File: src/hdl/msxcp_pkg.sv
// ----------------------------------------------------------------------------
// msxcp_pkg
// Shared types, constants and reply byte tables for the SysEx command parser.
// ----------------------------------------------------------------------------
package msxcp_pkg;

    localparam int unsigned CFG_IDX_W  = 3;
    localparam int unsigned CFG_DATA_W = 7;
    localparam int unsigned IDX_W      = 4;

    // configuration register indexes
    localparam logic [CFG_IDX_W-1:0] CFG_DEVICE_ID    = 3'd0;
    localparam logic [CFG_IDX_W-1:0] CFG_ACK_BYTE     = 3'd1;
    localparam logic [CFG_IDX_W-1:0] CFG_DISACK_BYTE  = 3'd2;
    localparam logic [CFG_IDX_W-1:0] CFG_INVALID_ARG  = 3'd3;
    localparam logic [CFG_IDX_W-1:0] CFG_GRID_COLUMNS = 3'd4;
    localparam logic [CFG_IDX_W-1:0] CFG_GRID_ROWS    = 3'd5;
    localparam logic [CFG_IDX_W-1:0] CFG_LED_COLOURS  = 3'd6;

    // protocol bytes
    localparam logic [7:0] SYX_START = 8'hF0;
    localparam logic [7:0] SYX_END   = 8'hF7;
    localparam logic [7:0] MFR_ID0   = 8'h00;
    localparam logic [7:0] MFR_ID1   = 8'h00;
    localparam logic [7:0] MFR_ID2   = 8'h7E;
    localparam logic [7:0] DEV_TYPE  = 8'h4E;
    localparam logic [7:0] BODY_ONE  = 8'h01;
    localparam logic [7:0] BODY_ZERO = 8'h00;

    localparam logic [2:0] HDR_LEN = 3'd5;

    // commands
    localparam logic [6:0] CMD_LAYOUT   = 7'h00;
    localparam logic [6:0] CMD_IGNORE_A = 7'h01;
    localparam logic [6:0] CMD_IGNORE_B = 7'h0E;
    localparam logic [6:0] CMD_ACK      = 7'h0F;

    // reply lengths, as index of the closing byte
    localparam logic [IDX_W-1:0] LAYOUT_LAST = 4'd13;
    localparam logic [IDX_W-1:0] ACK_LAST    = 4'd8;

    typedef enum logic [1:0] {
        RPL_LAYOUT = 2'd0,
        RPL_ACK    = 2'd1,
        RPL_DISACK = 2'd2
    } reply_kind_t;

    typedef struct packed {
        logic [6:0] device_id;
        logic [6:0] ack_byte;
        logic [6:0] disack_byte;
        logic [6:0] invalid_command_arg;
        logic [6:0] grid_columns;
        logic [6:0] grid_rows;
        logic [6:0] led_colours;
    } cfg_t;

    typedef struct packed {
        logic        valid;
        reply_kind_t kind;
        logic [7:0]  port;
    } reply_req_t;

    function automatic logic [7:0] hdr_byte(input logic [2:0] pos);
        logic [7:0] b;
        case (pos)
            3'd0:    b = SYX_START;
            3'd1:    b = MFR_ID0;
            3'd2:    b = MFR_ID1;
            3'd3:    b = MFR_ID2;
            3'd4:    b = DEV_TYPE;
            default: b = BODY_ZERO;
        endcase
        return b;
    endfunction

    function automatic logic [IDX_W-1:0] reply_last(input reply_kind_t kind);
        return (kind == RPL_LAYOUT) ? LAYOUT_LAST : ACK_LAST;
    endfunction

    function automatic logic [7:0] reply_byte(input reply_kind_t kind,
                                              input logic [IDX_W-1:0] idx,
                                              input cfg_t cfg);
        logic [7:0] b;
        b = BODY_ZERO;
        if (idx < 4'd5) begin
            b = hdr_byte(idx[2:0]);
        end else if (idx == 4'd5) begin
            b = {1'b0, cfg.device_id};
        end else if (idx == reply_last(kind)) begin
            b = SYX_END;
        end else begin
            case (kind)
                RPL_LAYOUT:
                begin
                    case (idx)
                        4'd7:    b = {1'b0, cfg.grid_columns};
                        4'd8:    b = {1'b0, cfg.grid_rows};
                        4'd9:    b = {1'b0, cfg.led_colours};
                        default: b = BODY_ONE;
                    endcase
                end
                RPL_ACK:
                begin
                    b = (idx == 4'd6) ? {1'b0, cfg.ack_byte} : BODY_ZERO;
                end
                RPL_DISACK:
                begin
                    b = (idx == 4'd6) ? {1'b0, cfg.disack_byte}
                                      : {1'b0, cfg.invalid_command_arg};
                end
                default: b = BODY_ZERO;
            endcase
        end
        return b;
    endfunction

endpackage

File: src/hdl/msxcp_cfg_regs.sv
// ----------------------------------------------------------------------------
// msxcp_cfg_regs
// Configuration register bank with write-only indexed access.
// ----------------------------------------------------------------------------
module msxcp_cfg_regs
    import msxcp_pkg::*;
(
    input  logic                  clk,
    input  logic                  rst_n,
    input  logic                  cfg_we,
    input  logic [CFG_IDX_W-1:0]  cfg_index,
    input  logic [CFG_DATA_W-1:0] cfg_data,
    output cfg_t                  cfg
);

    cfg_t cfg_reg;
    cfg_t cfg_next;

    always_comb
    begin
        cfg_next = cfg_reg;
        if (cfg_we) begin
            case (cfg_index)
                CFG_DEVICE_ID:    cfg_next.device_id           = cfg_data;
                CFG_ACK_BYTE:     cfg_next.ack_byte            = cfg_data;
                CFG_DISACK_BYTE:  cfg_next.disack_byte         = cfg_data;
                CFG_INVALID_ARG:  cfg_next.invalid_command_arg = cfg_data;
                CFG_GRID_COLUMNS: cfg_next.grid_columns        = cfg_data;
                CFG_GRID_ROWS:    cfg_next.grid_rows           = cfg_data;
                CFG_LED_COLOURS:  cfg_next.led_colours         = cfg_data;
                default:          cfg_next = cfg_reg;
            endcase
        end
    end

    always_ff @(posedge clk or negedge rst_n)
    begin
        if (!rst_n) begin
            cfg_reg.device_id           <= 7'd0;
            cfg_reg.ack_byte            <= 7'd15;
            cfg_reg.disack_byte         <= 7'd14;
            cfg_reg.invalid_command_arg <= 7'd12;
            cfg_reg.grid_columns        <= 7'd16;
            cfg_reg.grid_rows           <= 7'd16;
            cfg_reg.led_colours         <= 7'd2;
        end else begin
            cfg_reg <= cfg_next;
        end
    end

    assign cfg = cfg_reg;

endmodule

File: src/hdl/msxcp_parser.sv
// ----------------------------------------------------------------------------
// msxcp_parser
// Header matcher and command decoder; issues a reply request for transfers that call for one.
// ----------------------------------------------------------------------------
module msxcp_parser
    import msxcp_pkg::*;
(
    input  logic       clk,
    input  logic       rst_n,
    input  logic       accept,
    input  logic [7:0] port,
    input  logic [7:0] data_byte,
    input  cfg_t       cfg,
    output reply_req_t req
);

    logic [2:0] header_count_reg, header_count_next;
    logic       in_message_reg, in_message_next;
    logic       have_command_reg, have_command_next;
    logic [6:0] command_byte_reg, command_byte_next;
    logic [7:0] owner_port_reg, owner_port_next;

    logic       bad;
    logic [2:0] hc_inc;
    logic [6:0] cmd_eff;
    logic       cmd_known;

    always_comb
    begin
        header_count_next = header_count_reg;
        in_message_next   = in_message_reg;
        have_command_next = have_command_reg;
        command_byte_next = command_byte_reg;
        owner_port_next   = owner_port_reg;
        req.valid         = 1'b0;
        req.kind          = RPL_ACK;
        req.port          = port;

        bad = (header_count_reg < HDR_LEN && data_byte != hdr_byte(header_count_reg)) ||
              (header_count_reg == HDR_LEN && data_byte != {1'b0, cfg.device_id});
        hc_inc  = header_count_reg + 3'd1;
        cmd_eff = have_command_reg ? command_byte_reg : data_byte[6:0];
        cmd_known = (cmd_eff == CMD_LAYOUT) || (cmd_eff == CMD_IGNORE_A) ||
                    (cmd_eff == CMD_IGNORE_B) || (cmd_eff == CMD_ACK);

        // drop bytes from foreign ports while a message is open
        if (accept && !(in_message_reg && port != owner_port_reg)) begin
            owner_port_next = port;
            if (!in_message_reg) begin
                if (bad) begin
                    header_count_next = 3'd0;
                    have_command_next = 1'b0;
                    command_byte_next = 7'd0;
                end else begin
                    header_count_next = hc_inc;
                    if (hc_inc > HDR_LEN) begin
                        in_message_next = 1'b1;
                    end
                end
            end else if (data_byte[7]) begin
                if (data_byte == SYX_END && have_command_reg) begin
                    if (command_byte_reg == CMD_LAYOUT) begin
                        req.valid = 1'b1;
                        req.kind  = RPL_LAYOUT;
                    end else if (command_byte_reg == CMD_ACK) begin
                        req.valid = 1'b1;
                        req.kind  = RPL_ACK;
                    end else if (command_byte_reg != CMD_IGNORE_A &&
                                 command_byte_reg != CMD_IGNORE_B) begin
                        req.valid = 1'b1;
                        req.kind  = RPL_DISACK;
                    end
                end
                header_count_next = 3'd0;
                in_message_next   = 1'b0;
                have_command_next = 1'b0;
                command_byte_next = 7'd0;
            end else begin
                have_command_next = 1'b1;
                command_byte_next = cmd_eff;
                if (!cmd_known) begin
                    req.valid         = 1'b1;
                    req.kind          = RPL_DISACK;
                    header_count_next = 3'd0;
                    in_message_next   = 1'b0;
                    have_command_next = 1'b0;
                    command_byte_next = 7'd0;
                end
            end
        end
    end

    always_ff @(posedge clk or negedge rst_n)
    begin
        if (!rst_n) begin
            header_count_reg <= 3'd0;
            in_message_reg   <= 1'b0;
            have_command_reg <= 1'b0;
            command_byte_reg <= 7'd0;
            owner_port_reg   <= 8'd0;
        end else begin
            header_count_reg <= header_count_next;
            in_message_reg   <= in_message_next;
            have_command_reg <= have_command_next;
            command_byte_reg <= command_byte_next;
            owner_port_reg   <= owner_port_next;
        end
    end

endmodule

File: src/hdl/msxcp_reply.sv
// ----------------------------------------------------------------------------
// msxcp_reply
// Reply serializer feeding a registered output stage, one byte per transfer.
// ----------------------------------------------------------------------------
module msxcp_reply
    import msxcp_pkg::*;
(
    input  logic       clk,
    input  logic       rst_n,
    input  reply_req_t req,
    input  cfg_t       cfg,
    output logic       busy,
    output logic       out_valid,
    input  logic       out_ready,
    output logic [7:0] out_port,
    output logic [7:0] out_byte,
    output logic       out_last
);

    logic             active_reg, active_next;
    reply_kind_t      kind_reg, kind_next;
    logic [IDX_W-1:0] idx_reg, idx_next;
    logic [7:0]       port_reg, port_next;

    logic       valid_reg, valid_next;
    logic [7:0] oport_reg, oport_next;
    logic [7:0] obyte_reg, obyte_next;
    logic       olast_reg, olast_next;

    logic slot_free;
    logic is_last;

    always_comb
    begin
        active_next = active_reg;
        kind_next   = kind_reg;
        idx_next    = idx_reg;
        port_next   = port_reg;
        valid_next  = valid_reg;
        oport_next  = oport_reg;
        obyte_next  = obyte_reg;
        olast_next  = olast_reg;

        slot_free = !valid_reg || out_ready;
        is_last   = (idx_reg == reply_last(kind_reg));

        if (slot_free) begin
            valid_next = 1'b0;
        end

        if (active_reg) begin
            // advance one reply byte into the output stage when it has room
            if (slot_free) begin
                valid_next = 1'b1;
                oport_next = port_reg;
                obyte_next = reply_byte(kind_reg, idx_reg, cfg);
                olast_next = is_last;
                idx_next   = idx_reg + 4'd1;
                if (is_last) begin
                    active_next = 1'b0;
                end
            end
        end else if (req.valid) begin
            active_next = 1'b1;
            kind_next   = req.kind;
            port_next   = req.port;
            idx_next    = '0;
        end
    end

    always_ff @(posedge clk or negedge rst_n)
    begin
        if (!rst_n) begin
            active_reg <= 1'b0;
            valid_reg  <= 1'b0;
        end else begin
            active_reg <= active_next;
            valid_reg  <= valid_next;
        end
    end

    always_ff @(posedge clk)
    begin
        kind_reg  <= kind_next;
        idx_reg   <= idx_next;
        port_reg  <= port_next;
        oport_reg <= oport_next;
        obyte_reg <= obyte_next;
        olast_reg <= olast_next;
    end

    assign busy      = active_reg;
    assign out_valid = valid_reg;
    assign out_port  = oport_reg;
    assign out_byte  = obyte_reg;
    assign out_last  = olast_reg;

endmodule

File: src/hdl/midi_sysex_command_parser_top.sv
// ----------------------------------------------------------------------------
// midi_sysex_command_parser_top
// SysEx command parser with layout-info, ack and disack reply generation.
// ----------------------------------------------------------------------------
// Incoming MIDI bytes, each tagged with its port, are matched against the
// SysEx header F0 00 00 7E 4E followed by the configured device ID. After the
// header the message belongs to the port of its last header byte; bytes from
// other ports are dropped. The first data byte is the command; a status byte
// closes the message. On F7, command 00 answers with a 14-byte layout-info
// reply and command 0F with a 9-byte ack; commands 01 and 0E are silent; any
// other command answers at once with a 9-byte disack. A byte that causes no
// reply is taken without a stall, back to back, even while the last reply byte
// still waits in the output register. A byte that causes a reply holds s_tready
// low while the serializer pushes the reply through the output register, one
// byte per cycle while m_tready is high. Configuration is to be written through
// cfg_we/cfg_index/cfg_data only while the block is idle; the block itself
// does not enforce this.
// ----------------------------------------------------------------------------
module midi_sysex_command_parser_top
    import msxcp_pkg::*;
(
    input  logic                  clk,
    input  logic                  rst_n,
    // configuration write port
    input  logic                  cfg_we,
    input  logic [CFG_IDX_W-1:0]  cfg_index,
    input  logic [CFG_DATA_W-1:0] cfg_data,
    // input stream
    input  logic                  s_tvalid,
    output logic                  s_tready,
    input  logic [15:0]           s_tdata,   // [7:0] port, [15:8] data_byte
    // reply stream
    output logic                  m_tvalid,
    input  logic                  m_tready,
    output logic [15:0]           m_tdata,   // [7:0] out_port, [15:8] out_byte
    output logic                  m_tlast    // last_byte
);

    cfg_t       cfg;
    reply_req_t req;
    logic       busy;
    logic       accept;
    logic [7:0] out_port;
    logic [7:0] out_byte;

    // hold input off while a reply is being serialized
    assign s_tready = !busy;
    assign accept   = s_tvalid && s_tready;

    msxcp_cfg_regs u_cfg (
        .clk       (clk),
        .rst_n     (rst_n),
        .cfg_we    (cfg_we),
        .cfg_index (cfg_index),
        .cfg_data  (cfg_data),
        .cfg       (cfg)
    );

    msxcp_parser u_parser (
        .clk       (clk),
        .rst_n     (rst_n),
        .accept    (accept),
        .port      (s_tdata[7:0]),
        .data_byte (s_tdata[15:8]),
        .cfg       (cfg),
        .req       (req)
    );

    msxcp_reply u_reply (
        .clk       (clk),
        .rst_n     (rst_n),
        .req       (req),
        .cfg       (cfg),
        .busy      (busy),
        .out_valid (m_tvalid),
        .out_ready (m_tready),
        .out_port  (out_port),
        .out_byte  (out_byte),
        .out_last  (m_tlast)
    );

    assign m_tdata = {out_byte, out_port};

endmodule
File: config.mk
export PLATFORM = sky130hd
export DESIGN_NAME = midi_sysex_command_parser_top
export DESIGN_NICKNAME = d
export VERILOG_FILES = /design/src/hdl/msxcp_pkg.sv /design/src/hdl/msxcp_cfg_regs.sv /design/src/hdl/msxcp_parser.sv /design/src/hdl/msxcp_reply.sv /design/src/hdl/midi_sysex_command_parser_top.sv
export SDC_FILE = /design/constraint.sdc
export NUM_CORES = 1
export LEC_CHECK = 0
export BUFFER_PORTS_ARGS = -buffer_cell sky130_fd_sc_hd__buf_2
export CAP_MARGIN = 10
export CORE_UTILIZATION = 30
export DETAILED_ROUTE_END_ITERATION = 8
export PLACE_DENSITY = 0.55
export SLEW_MARGIN = 30
export SYNTH_ARGS = -nofsm -noshare
export SYNTH_HDL_FRONTEND = slang
export SYNTH_SLANG_ARGS = --single-unit
export TNS_END_PERCENT = 30
File: constraint.sdc
create_clock -name clk -period 2.8 [get_ports clk]
set_clock_uncertainty 0.2 [all_clocks]
set_input_delay 0.56 -clock clk [delete_from_list [all_inputs] [get_ports clk]]
set_output_delay 0.56 -clock clk [all_outputs]
set_load 0.05 [all_outputs]
* After elaboration in Yosys (flattened, before gate mapping)
Cells that the tools add are included.
** Word-level totals
- Register bits :: 102
- Word-level logic and storage cells :: 137
- Output and inout port bits :: 19
- Input port bits :: 31
** Operators by class
- $lt $le $gt $ge :: 3
- Reduce and logical (&&, ||, !) cells :: 36
- Equal/unequal tests :: 31
- Multiplexer cells :: 44
- Add/sub/neg operators :: 2
- Bitwise logic cells :: 1
** Operators with widths (count)
- $pmux W8 S3 :: 3
- $mux W7 :: 7
- $mux W3 :: 13
- $reduce_and A2 Y1 :: 13
- $mux W8 :: 3
- $eq A7 B4 Y1 const B :: 3
- $pmux W7 S3 :: 1
- $eq A3 B3 Y1 const B :: 6
- $ne A8 B8 Y1 :: 2
- $logic_not A7 Y1 :: 2
- $mux W1 :: 14
- $eq A3 B2 Y1 const B :: 4
- $eq A4 B3 Y1 const B :: 3
- $mux W4 :: 3
- $logic_not A3 Y1 :: 3
- $eq A4 B4 Y1 const B :: 2
- $eq A8 B8 Y1 const B :: 1
- $ne A8 B7 Y1 :: 1
- $eq A7 B1 Y1 const B :: 1
- $logic_and A1 B1 Y1 :: 7
- $ne A7 B1 Y1 const B :: 1
- $ne A7 B4 Y1 const B :: 1
- $logic_or A1 B1 Y1 :: 5
- $add A4 B1 Y4 const B :: 1
- 14 further kinds :: 17

* Logic depth before layout (Yosys ltp)
- Depth in word-level cells :: 11
- Gate-level depth with buffers :: 9
- Depth with buffers taken out :: 8

* Cells and area by module
From an unflattened synthesis, not the netlist that was laid out.
** Unflattened totals
- Cells, all modules :: 410
- Area total of the unflattened synthesis :: 5094.9 µm²
** Modules (own cells, without submodules)
- msxcp_cfg_regs :: times used 1, area an instance 1914.3 µm², cells an instance 112
- msxcp_reply :: times used 1, area an instance 1805.5 µm², cells an instance 152
- msxcp_parser :: times used 1, area an instance 1365.1 µm², cells an instance 144
- midi_sysex_command_parser_top :: times used 1, area an instance 10.0 µm², cells an instance 2

* Least setup slack after synthesis
OpenSTA, ideal clock, no wires.
- Path kind :: register -> register
- Start :: register u_reply.idx_reg[0]
- End :: register u_reply.obyte_reg[1] (netlist: u_reply.out_byte[1]), data pin
- Arrival time :: 1.916 ns
- Clock period less this slack :: 2.386 ns
- Slack :: 0.414 ns
- Stages on the path, launching flop included :: 10
- Library setup time :: 0.271 ns
- Path buffers :: 1
- Cells stage by stage :: edfxtp_1 -> inv_1 -> ha_1 -> and3b_1 -> buf_6 -> nor3_4 -> nor3_2 -> a221o_1 -> a221oi_1 -> o21ai_1
** On the way
- Word-level cells in the longest chain between the ends :: 6
- Elaborated cells between the ends (all ways) :: 18
- Classes of those cells :: order compare: 1; eq/ne: 8; mux: 8; reduce/logical: 1
** RTL lines
- start, declared :: RTL line msxcp_reply.sv:22 : logic [IDX_W-1:0] idx_reg, idx_next;
- start signal, assigned :: RTL line msxcp_reply.sv:85 : idx_reg <= idx_next;
- $eq A4 B4 Y1 (tied with other cells) :: RTL line msxcp_pkg.sv:96 : case (idx)
- $pmux W7 S3 (tied with other cells) :: RTL line msxcp_pkg.sv:96
- $pmux W8 S3 :: RTL line msxcp_pkg.sv:93 : case (kind)
- $mux W8 :: RTL line msxcp_pkg.sv:90 : end else if (idx == reply_last(kind)) begin
- $mux W8 :: RTL line msxcp_pkg.sv:88 : end else if (idx == 4'd5) begin
- $mux W8 * :: RTL line msxcp_pkg.sv:86 : if (idx < 4'd5) begin
- end signal, assigned :: RTL line msxcp_reply.sv:88 : obyte_reg <= obyte_next;
- end, declared :: RTL line msxcp_reply.sv:27 : logic [7:0] obyte_reg, obyte_next;
Mark *: on every way between the ends. The rest lies on a longest branch, timed or not.
A chain may end at the register's enable or synchronous reset.

* Worst setup path in the final report
- Start :: register u_reply.idx_reg[0]
- End :: register u_reply.obyte_reg[5] (netlist: u_reply.out_byte[5]), data pin
The elaborated chain is that of the path after synthesis.

==> results.cfg <==
[outcome]
outcome = completed

[power_and_ir_drop]
cellLeakagePower_nw = 2.47
power_per_cell_area_nw_per_um2 = 803
worst_ir_drop_vdd_uv = 290

[worst_setup_path]
setup.worst_path.class = flop to flop
worst_ep_arrival_time_ps = 2590
worst_ep_required_time_ps = 2690
worst_setup_path_end_kind = flop
timing.rr.end = u_reply.out_byte[5]$_DFFE_PP_
worstPathMaxFanout = 8
worst_setup_path_start_kind = flop
worst_r2r_path_depth = 7
worst-r2r-setup-slack_ps = 100
reg2reg_from = u_reply.idx_reg[0]$_SDFFCE_PN0P_

[yosys]
postSynthCellCount = 408
synth.top_cells.by_area = dfrtp_1 (30%), edfxtp_1 (19%), mux2_2 (11%)
synth.yosys.warnings = 0
yosys_register_bits = 102
post_synthesis_sequential_area_ratio = 0.549
ys_dominant_reg_cell = dfrtp_1
synth_cell_type_count = 56
synth-async-reset-ratio = 0.696
mappedNetlistArea_um2 = 4960
synth_edf_count = 31
fraction_of_post_synthesis_cell_area_in_the_top_cell_type_by_area = 0.298
synthesis.nets = 449
syn-mean-instance-area_um2 = 12.1
synth_top_area_cell = dfrtp_1
synth_commonest_cells = dfrtp_1 (59), mux2_2 (50), nand2_1 (45)
yosysMostFrequentCell = dfrtp_1

[place]
place_hpwl_mm = 8.12
finalWeightedCongestion = 0.822
place_ws_ps = 110
placedCellCount = 670
numPortBuffers = 49

[detailed_routing]
initial_drt_pass_iterations = 4
detail_route.drc_violations = 0
routedWlPerCell_um = 16.0
detailroute.via_count = 3365
detailedRoute.firstIterationViolations = 254
drt-vias-per-instance = 4.90
totalWireLength_mm = 11.0
postRouteAntennaNets = 0

[die]
core_footprint_um2 = 16000
core.rowCount = 46
effective_utilization_at_floorplan = 0.310
die-area_um2 = 17000
die_width_um = 131
boundaryPins = 50
die_height_um = 131

[layout]
max_ffs_per_register = 49
finalNetCount = 507
areaGrowthSynthToFinish_pct = 17.0
drive_gt1_frac = 0.325
final_standard_cell_count_with_taps_included_and_fillers_excluded = 687
antenna_fix_cells = 0

[global_route]
aggregate_global_route_resource_usage = 0.138
grt_start_max_net_pins = 40
number_of_antenna_violations_at_the_first_check_in_global_routing = 0
global_route.overflow_total = 0
number_of_global_route_vias_before_repair = 3452
grt_pass1_wl_mm = 17.9

[cts]
num_clock_sinks = 102
cts_clk_pin_slew_worst_paths_ps = 70
clockBufferDepth = 2
h-tree-depth = 3
insertion_delay_ps = 340
numCtsBuffers = 9
cts_root_buf = clkbuf_16
holdBufCountCts = 0
tritoncts = done

[worst_hold_path]
worstHoldPathType = input pin to async pin

[sta]
worst_slew_pin_slew_ps = 686
final.setup.worst_slack_ps = 102
timing.final.hold_violations = 0
period_needed_ps = 2700
final_max_slew_viol_count = 0
setup_viols_final = 0
fin_crit_sh = 0.964
fmax_mhz = 371
slew_headroom = 0.541
rsz_0062_raised_after_global_routing = no
hold_slack_ps = 12.7
setup_total_negative_slack_ps = 0

[flow_run]
maxCapViolCount = 0
[where the power goes]
group | switching (mW) | leakage, nW | internal, mW
sequential | 0.244 | 1.14 | 1.94
clock | 0.538 | 0.139 | 0.699
combinational | 0.749 | 1.19 | 0.487
[worst max-delay path by stage]
stage,startpoint,to,slack (ps),depth (start not counted)
6_report,u_reply.idx_reg[0]$_SDFFCE_PN0P_,u_reply.out_byte[5]$_DFFE_PP_,100,7
5_1_grt,u_reply.idx_reg[0]$_SDFFCE_PN0P_,u_reply.out_byte[5]$_DFFE_PP_,30,8
4_1_cts,u_reply.idx_reg[0]$_SDFFCE_PN0P_,u_reply.out_byte[1]$_DFFE_PP_,100,8
3_5_place_dp,u_reply.idx_reg[0]$_SDFFCE_PN0P_,u_reply.out_byte[1]$_DFFE_PP_,110,8
3_3_place_gp,u_reply.idx_reg[0]$_SDFFCE_PN0P_,u_reply.out_byte[1]$_DFFE_PP_,180,8
2_1_floorplan,u_reply.idx_reg[0]$_SDFFCE_PN0P_,u_reply.out_byte[1]$_DFFE_PP_,410,9
[placed cells by master (no fill, tap or decap), types with 3 or more instances in the layout]
cell,count
a211oi_1,4
a21oi_1,13
a221o_1,5
a22o_1,4
a22oi_1,5
and2_1,3
buf_2,49
buf_4,10
clkbuf_16,9
dfrtp_1,59
dfstp_2,12
edfxtp_1,31
ha_1,10
inv_1,17
mux2_2,50
mux2i_1,9
nand2_1,45
nand2b_1,6
nand4_1,3
nand4b_1,4
nor2_1,17
nor2b_1,8
nor3_1,3
nor3_2,4
nor3b_2,4
nor4_1,6
o21ai_0,12
o21ai_1,5
xor2_1,16
[cell families (layout without fill, tap and decap cells)]
| logic type | count (synthesis) | in the layout | synth area share |
|---|---|---|---|
| xor gates and xnor gates | 18 | 18 | 0.0318 |
| and+or+nand+nor | 118 | 118 | 0.132 |
| buffers and inverters | 31 | 94 | 0.0305 |
| DFF | 102 | 102 | 0.549 |
| adders and majority gates | 10 | 10 | 0.0252 |
| AOI/OAI and AO/OA | 69 | 69 | 0.0972 |
| muxes | 60 | 60 | 0.134 |
[worst max-delay path: stages, from the launching register on]
cell      delay [ps]
edfxtp_1         480
ha_1             300
and3b_1          320
a22oi_1          280
nand2_1           90
a221o_1          330
a221oi_1         350
o21ai_1           90
[routing by layer]
layer,global-route usage,routed length [um]
met1,0.184,5230
met2,0.229,5190
met3,0.0224,407
met4,0.0467,171
met5,0,0
[per-stage QoR]
| step | total power [mW] | utilization | cell area, um^2 |
|---|---|---|---|
| 2_1_floorplan | 3.07 | - | 4960 |
| 3_3_place_gp | 3.39 | 0.342 | 5480 |
| 3_5_place_dp | 3.43 | 0.342 | 5480 |
| 4_1_cts | 4.68 | 0.361 | 5780 |
| 5_1_grt | 4.92 | 0.362 | 5800 |
| 6_report | 4.65 | 0.362 | 5800 |
[area by class of cell]
class | count | area [um^2]
clock buffers | 10 | 229
clock inverters | 6 | 71.3
fillers | 1605 | 10200
inverters | 18 | 67.6
multi-input cells | 275 | 2100
flip-flops and latches | 102 | 2720
well taps | 216 | 270
repair buffers | 60 | 340
[timing repair]
action / 4_1_cts / 5_1_grt
hold endpoints to repair: 0 / 0
buffers inserted: 0 / 1
resized for setup: 0 / 3
setup endpoints to repair: 0 / 4
Note: power is estimated with default switching activity, not from simulation.
